`src/rtl/core/sgmpa_pkg.sv`:
```
// Package: shared constants and register codes of the SGM path cost aggregation block.
`timescale 1ns / 1ps
`default_nettype none

package sgmpa_pkg;

  // Disparity range of one pixel; storage and counters follow from it.
  localparam int unsigned MaxDisparities = 64;
  localparam int unsigned DispW          = $clog2(MaxDisparities);
  localparam int unsigned CountW         = DispW + 1;

  // Fixed field widths.
  localparam int unsigned MatchW   = 10;
  localparam int unsigned PenW     = 10;
  localparam int unsigned CostW    = 12;
  localparam int unsigned DispIdxW = 6;
  // Widest intermediate: minimum + penalty + matching cost.
  localparam int unsigned SumW     = 14;

  // Stream payload widths, rounded up to whole bytes.
  localparam int unsigned InDataW  = 16;
  localparam int unsigned OutDataW = 24;

  localparam int unsigned CfgAddrW = 1;

  localparam logic [CostW-1:0] CostMax         = '1;
  localparam logic [PenW-1:0]  SmallPenaltyRst = 10'd15;
  localparam logic [PenW-1:0]  LargePenaltyRst = 10'd100;

  typedef enum logic [CfgAddrW-1:0] {
    REG_SMALL_PENALTY = 1'b0,
    REG_LARGE_PENALTY = 1'b1
  } cfg_reg_e;

endpackage

`default_nettype wire

```
`src/rtl/core/sgm_path_cost_aggregation.sv`:
```
// Top level: semi-global matching cost aggregation along one path, one disparity per cycle unless the output is held.
`timescale 1ns / 1ps
`default_nettype none
// An accepted input transaction's result is in the output register in the next cycle.
// Throughput: 1 transaction per cycle while the output is not held; the cost line store is read once per cycle at the
//   disparity after the next one, so both neighbors of a disparity are ready on arrival.
// Reset (rst_ni, async, active low) clears all control state, penalties go to 15 and 100.
// The cost line store is not cleared: entries are only used below the stored pixel width.

module sgm_path_cost_aggregation (
  input  wire logic                                 clk_i,
  input  wire logic                                 rst_ni,
  // Configuration write port
  input  wire logic                                 cfg_we_i,
  input  wire logic [sgmpa_pkg::CfgAddrW-1:0]       cfg_addr_i,
  input  wire logic [sgmpa_pkg::PenW-1:0]           cfg_data_i,
  // Input stream: one matching cost per transaction
  input  wire logic                                 s_axis_tvalid_i,
  output logic                                      s_axis_tready_o,
  input  wire logic [sgmpa_pkg::InDataW-1:0]        s_axis_tdata_i,  // [9:0] match_cost
  input  wire logic                                 s_axis_tuser_i,  // path_start
  input  wire logic                                 s_axis_tlast_i,  // pixel_end
  // Output stream: one path cost per transaction
  output logic                                      m_axis_tvalid_o,
  input  wire logic                                 m_axis_tready_i,
  output logic [sgmpa_pkg::OutDataW-1:0]            m_axis_tdata_o,  // [11:0] path_cost,
                                                                     // [17:12] disparity_index
  output logic                                      m_axis_tlast_o   // pixel_last
);

  localparam int unsigned DispW    = sgmpa_pkg::DispW;
  localparam int unsigned CountW   = sgmpa_pkg::CountW;
  localparam int unsigned CostW    = sgmpa_pkg::CostW;
  localparam int unsigned MatchW   = sgmpa_pkg::MatchW;
  localparam int unsigned PenW     = sgmpa_pkg::PenW;
  localparam int unsigned SumW     = sgmpa_pkg::SumW;
  localparam int unsigned DispIdxW = sgmpa_pkg::DispIdxW;
  localparam int unsigned Depth    = 2 ** DispW;

  // ---------------------------------------------------------------------------
  // Configuration registers
  // ---------------------------------------------------------------------------
  logic [PenW-1:0] small_pen_q, large_pen_q;

  always_ff @(posedge clk_i or negedge rst_ni) begin
    if (!rst_ni) begin
      small_pen_q <= sgmpa_pkg::SmallPenaltyRst;
      large_pen_q <= sgmpa_pkg::LargePenaltyRst;
    end else if (cfg_we_i) begin
      case (sgmpa_pkg::cfg_reg_e'(cfg_addr_i))
        sgmpa_pkg::REG_SMALL_PENALTY: small_pen_q <= cfg_data_i;
        sgmpa_pkg::REG_LARGE_PENALTY: large_pen_q <= cfg_data_i;
        default: ;
      endcase
    end
  end

  // ---------------------------------------------------------------------------
  // Handshake: single output register, input stalls only when it is full and held
  // ---------------------------------------------------------------------------
  logic m_valid_q;
  logic accept;

  assign s_axis_tready_o = !m_valid_q || m_axis_tready_i;
  assign accept          = s_axis_tvalid_i && s_axis_tready_o;

  // ---------------------------------------------------------------------------
  // Path state
  // ---------------------------------------------------------------------------
  logic [DispW-1:0]  cnt_q, cnt_d;        // disparity of the next cost
  logic [CountW-1:0] prev_cnt_q;          // width of the previous pixel
  logic [CostW-1:0]  prev_min_q;          // minimum over the previous pixel
  logic [CostW-1:0]  run_min_q;           // minimum of the current pixel so far
  logic [CostW-1:0]  held_q;              // previous pixel's entry at d-1
  logic              first_q;             // current pixel is a path start
  logic [CostW-1:0]  first_entry_q;       // entry 0, kept outside the store
  logic [CostW-1:0]  nxt_entry_q;         // previous pixel's entry at d (d >= 1)

  // Cost line store, read one disparity ahead
  logic [CostW-1:0]  mem_q [Depth];
  logic [CostW-1:0]  rd_raw_q;
  logic [CostW-1:0]  byp_data_q;
  logic              byp_q;
  logic [CostW-1:0]  rd_data;             // previous pixel's entry at d+1
  logic [DispW-1:0]  raddr;

  // ---------------------------------------------------------------------------
  // Per-disparity datapath
  // ---------------------------------------------------------------------------
  logic [DispW-1:0]  d;
  logic              d_is0;
  logic [CountW-1:0] d_ext;
  logic              first_eff;
  logic [CostW-1:0]  old_entry;
  logic              use_same, use_lo, use_hi;
  logic [SumW-1:0]   t_large, t_lo, t_hi, best;
  logic [SumW-1:0]   pre_sub, raw;
  logic [CostW-1:0]  result;
  logic [CostW-1:0]  run_min_new;
  logic              last;

  assign rd_data = byp_q ? byp_data_q : rd_raw_q;

  always_comb begin
    d         = cnt_q;
    d_is0     = (d == '0);
    d_ext     = CountW'(d);
    // path_start only counts on disparity 0; an empty predecessor forces a start
    first_eff = first_q || (d_is0 && (s_axis_tuser_i || prev_cnt_q == '0));
    old_entry = d_is0 ? first_entry_q : nxt_entry_q;

    // Only disparities the previous pixel actually had take part
    use_same  = d_ext < prev_cnt_q;
    use_lo    = !d_is0 && (d_ext <= prev_cnt_q);
    // prev_cnt_q never exceeds the disparity range, so this also bounds d+1
    use_hi    = (d_ext + CountW'(1)) < prev_cnt_q;

    t_large   = SumW'(prev_min_q) + SumW'(large_pen_q);
    t_lo      = SumW'(held_q) + SumW'(small_pen_q);
    t_hi      = SumW'(rd_data) + SumW'(small_pen_q);

    best = t_large;
    if (use_same && SumW'(old_entry) < best) begin
      best = SumW'(old_entry);
    end
    if (use_lo && t_lo < best) begin
      best = t_lo;
    end
    if (use_hi && t_hi < best) begin
      best = t_hi;
    end

    // Every used term is at least the previous minimum, so the subtract never wraps
    pre_sub = SumW'(s_axis_tdata_i[MatchW-1:0]) + best;
    raw     = first_eff ? SumW'(s_axis_tdata_i[MatchW-1:0])
                        : pre_sub - SumW'(prev_min_q);
    result  = (raw > SumW'(sgmpa_pkg::CostMax)) ? sgmpa_pkg::CostMax : raw[CostW-1:0];

    run_min_new = (result < run_min_q) ? result : run_min_q;
    // Too many disparities: the top one closes the pixel
    last = s_axis_tlast_i || (d == DispW'(sgmpa_pkg::MaxDisparities - 1));

    cnt_d = cnt_q;
    if (accept) begin
      cnt_d = last ? '0 : d + DispW'(1);
    end
    // Prefetch the entry after the next disparity; wraps harmlessly at the top
    raddr = cnt_d + DispW'(1);
  end

  always_ff @(posedge clk_i or negedge rst_ni) begin
    if (!rst_ni) begin
      cnt_q      <= '0;
      prev_cnt_q <= '0;
      prev_min_q <= '0;
      run_min_q  <= sgmpa_pkg::CostMax;
      held_q     <= '0;
      first_q    <= 1'b1;
      byp_q      <= 1'b0;
    end else begin
      cnt_q <= cnt_d;
      byp_q <= accept && (d == raddr);
      if (accept) begin
        held_q <= old_entry;
        if (last) begin
          prev_cnt_q <= d_ext + CountW'(1);
          prev_min_q <= run_min_new;
          run_min_q  <= sgmpa_pkg::CostMax;
          first_q    <= 1'b0;
        end else begin
          run_min_q  <= run_min_new;
          first_q    <= first_eff;
        end
      end
    end
  end

  // Store and its one-ahead read; a same-address write is forwarded via byp_q
  always_ff @(posedge clk_i) begin
    if (accept) begin
      mem_q[d] <= result;
    end
    rd_raw_q   <= mem_q[raddr];
    byp_data_q <= result;
  end

  always_ff @(posedge clk_i) begin
    if (accept) begin
      nxt_entry_q <= rd_data;
      if (d_is0) begin
        first_entry_q <= result;
      end
    end
  end

  // ---------------------------------------------------------------------------
  // Output register
  // ---------------------------------------------------------------------------
  logic [CostW-1:0]          out_cost_q;
  logic [DispIdxW-1:0]       out_disp_q;
  logic                      out_last_q;
  logic [DispIdxW+DispW-1:0] d_wide;

  assign d_wide = (DispIdxW + DispW)'(d);

  always_ff @(posedge clk_i or negedge rst_ni) begin
    if (!rst_ni) begin
      m_valid_q <= 1'b0;
    end else if (accept) begin
      m_valid_q <= 1'b1;
    end else if (m_axis_tready_i) begin
      m_valid_q <= 1'b0;
    end
  end

  always_ff @(posedge clk_i) begin
    if (accept) begin
      out_cost_q <= result;
      out_disp_q <= d_wide[DispIdxW-1:0];
      out_last_q <= last;
    end
  end

  assign m_axis_tvalid_o = m_valid_q;
  assign m_axis_tdata_o  = sgmpa_pkg::OutDataW'({out_disp_q, out_cost_q});
  assign m_axis_tlast_o  = out_last_q;

  // ---------------------------------------------------------------------------
  // Assertions
  // ---------------------------------------------------------------------------
  a_no_underflow: assert property (@(posedge clk_i) disable iff (!rst_ni)
    accept && !first_eff |-> pre_sub >= SumW'(prev_min_q))
    else $error("path cost term below previous minimum");

  a_cnt_wrap: assert property (@(posedge clk_i) disable iff (!rst_ni)
    accept && last |=> cnt_q == '0 && !first_q)
    else $error("disparity counter not restarted after pixel close");

  a_cnt_step: assert property (@(posedge clk_i) disable iff (!rst_ni)
    accept && !last |=> cnt_q == $past(cnt_q) + DispW'(1))
    else $error("disparity counter did not advance");

  a_prev_min: assert property (@(posedge clk_i) disable iff (!rst_ni)
    accept && last |=> prev_min_q <= $past(result))
    else $error("previous minimum above a closing cost");

endmodule

`default_nettype wire
```
`config.mk`:
```
export PLATFORM = sky130hd
export DESIGN_NAME = sgm_path_cost_aggregation
export DESIGN_NICKNAME = d
export VERILOG_FILES = /design/src/rtl/core/sgmpa_pkg.sv /design/src/rtl/core/sgm_path_cost_aggregation.sv
export SDC_FILE = /design/constraint.sdc
export NUM_CORES = 1
export LEC_CHECK = 0
export BUFFER_PORTS_ARGS = -buffer_cell sky130_fd_sc_hd__buf_2
export CORE_MARGIN = 4
export CORE_UTILIZATION = 45
export CTS_BUF_LIST = sky130_fd_sc_hd__clkbuf_2
export DETAILED_ROUTE_END_ITERATION = 6
export PLACE_DENSITY = 0.69
export SLEW_MARGIN = 20
export SYNTH_ARGS = -nofsm -noshare
export SYNTH_HDL_FRONTEND = slang
export SYNTH_SLANG_ARGS = --single-unit
```
`constraint.sdc`:
```
create_clock -name clk_i -period 18.1 [get_ports clk_i]
set_input_delay 0.905 -clock clk_i [delete_from_list [all_inputs] [get_ports clk_i]]
set_output_delay 0.905 -clock clk_i [all_outputs]
set_load 0.03 [all_outputs]
```
==> flow_summary.yaml <==
cells_and_area:
  final_cell_area_mm2: 0.0430
  layout-drive-gt1-share: 0.321
  nNetsFinal: 2527
  area_growth_syn_to_layout_pct: 10.6
die:
  io_pins: 61
  fp.coreArea_mm2: 0.0854
  fp.dieH_um: 302
  dieArea_mm2: 0.0911
  fp.dieW_um: 302
  rows: 107
  start_util: 0.455
setup_path:
  cp_slowest_cell: "or3_1"
  path_max_fanout: 70
  path_depth: 67
  cp.required_ps: 19380
  cp-start-kind: "flip-flop"
  r2r_end: "prev_min_q[9]"
  crit_family: "compound AO/OA/AOI/OAI gates"
  crit_end: "prev_min_q[9]"
  reg2reg_depth: 67
  path_class: "flip-flop to flip-flop"
  cp-end-kind: "flip-flop"
  r2r-start: "cnt_q[3]"
  cp_slowest_stage_delay_ps: 670
  crit_top_cell: "a21o_1"
  reg2reg_slack_ps: 1620
  arrival_ps: 17760
  path_buf_inv: 7
  cp-startpoint: "cnt_q[3]"
sta:
  fmax_ghz: 0.0607
  maxSlewHeadroom: 0.239
  hold_ws_ps: 158
  min_period_ps: 16480
  min_period_over_period: 0.910
  fin_tns_setup_ps: 0
  hold_violations: 0
  worst_pin_slew_ps: 1140
  setup_viol: 0
  worst_clock_skew_ps: 85.8
  rsz0062_at_grt: "no"
  final_max_slew_viol_count: 0
place:
  portBuffers: 48
  post-dp-hpwl_um: 53800
  gp_congestion: 0.885
  placement.cell_area_mm2: 0.0407
synth:
  synthTopCellsByCount: "811 x edfxtp_1, 240 x mux4_2, 130 x nor2_1"
  synth_top_area_frac: 0.627
  async_flop_share: 0.0794
  ys_types: 78
  synth.yosys.seq_area_share: 0.687
  synth_most_common_cell: "edfxtp_1"
  yosysTopAreaCell: "edfxtp_1"
  synth_area_mm2: 0.0388
  synth_edf_count: 811
  synthTopCellsByArea: "edfxtp_1 63%, mux4_2 14%, ha_1 3.4%, dfrtp_1 3.4%, mux2_2 1.5%"
  synthFlopType: "edfxtp_1"
  ys_warn_count: 0
  syn_avg_cell_area_um2: 18.3
  synthCells: 2124
  synth_seq_cells: 907
clock_network:
  cts_buffers: 217
  clockBufferDepth: 3
  clk_pin_slew_worst_paths_ps: 120
  cts_tree: "built"
  insertion_delay_ps: 1430
  cts-root-buf: "clkbuf_2"
  h-tree-depth: 4
  clock-sinks: 907
  cts_resized: 0
routing:
  wl_per_cell_um: 23.7
  drt_iter0_drc: 1787
  ant_nets: 0
  drt_first_pass_iters: 5
  wirelength_um: 87600
  via_per_inst: 5.62
  drcViolationCount: 0
  routed-via-count: 20700
run_status:
  outcome: "complete, no violations"
job:
  drv_cap: 0
grt:
  antenna_found_initial: 2
  grt_pass1_wl_um: 132000
  grt_overflow_total: 0
  grt_util_all_layers: 0.195
  grt_max_degree: 148
  grt_pass1_vias: 21500
worst_hold_path:
  hp-class: "input pin to asynchronous set/reset pin"
metal layers:
metal	wire [um]	GRT usage	up-vias	part of all wire
met5	0	0	-	0
li1	-	-	9145	-
met4	2210	0.0710	0	0.025
met3	6160	0.0384	123	0.070
met1	38100	0.279	10700	0.44
met2	41100	0.300	809	0.47
final cells by class:
class                      count  area (um^2)
clock buffer                 302         1510
timing repair buffer         118          868
inverter                      90          338
antenna                        6         15.0
clock inverter                85          360
multi-input combinational   1040        11800
fill                        7067        42500
sequential                   907        26700
tap                         1144         1430
flip-flops by register name, indices dropped and copies added, names as in the netlist, 6 cells and up:
register / count
byp_data_q: 12
small_pen_q: 10
held_q: 12
run_min_q: 12
cnt_q: 6
out_disp_q: 6
out_cost_q: 12
first_entry_q: 12
rd_raw_q: 12
prev_min_q: 12
large_pen_q: 10
nxt_entry_q: 12
mem_q: 768
prev_cnt_q: 7
placed cells by master, fill, tap and decap left out, types with 24 or more instances in the layout:
master	netlist	final
a21oi_1	65	63
nor2_2	0	49
edfxtp_1	811	811
a21o_1	29	29
clkbuf_2	0	302
mux2_2	52	51
nor2_1	130	81
xnor2_1	32	29
clkinv_1	2	65
buf_2	5	47
buf_4	8	46
mux4_2	240	240
ha_1	106	105
mux2i_1	34	34
nand2_1	63	63
inv_1	87	87
dfxtp_1	24	24
o21ai_0	53	53
dfrtp_1	52	52
timing repair:
item,CTS,global route
endpoints found under the setup margin,0,5
hold buffers,22,0
setup buffers,0,6
hold endpoints to repair,99,0
stage by stage:
step / setup WS [ps] / util / std cells
2_1_floorplan: 2460 / - / 2129
3_3_place_gp: 1970 / 0.476 / 3270
3_5_place_dp: 1590 / 0.477 / 3270
4_1_cts: 1500 / 0.501 / 3679
5_1_grt: 201 / 0.503 / 3687
6_report: 1620 / 0.503 / 3692
worst min-delay path by stage:
stage               depth (start not counted)  slack, ps        endpoint
finish                                      2        160  large_pen_q[3]
global route                                2        190  large_pen_q[3]
CTS                                         2         40  large_pen_q[3]
detailed placement                          2        480       held_q[7]
global placement                            2        470       held_q[7]
floorplan                                   2        450       held_q[4]
cells by family (layout without fill, tap and decap cells):
family,after synthesis,after routing,share of synthesized area
compound gates,250,250,0.0444
xor+xnor,49,49,0.0111
fa+ha+maj,119,119,0.0409
buf+inv,182,595,0.0187
flops,907,907,0.687
mux,330,330,0.164
other cells,1,12,0.0000966
simple gates,286,286,0.0340
Power is left out: the tool's default activity adds up to more than one toggle a clock period on the data nets, which glitch-free logic cannot reach.
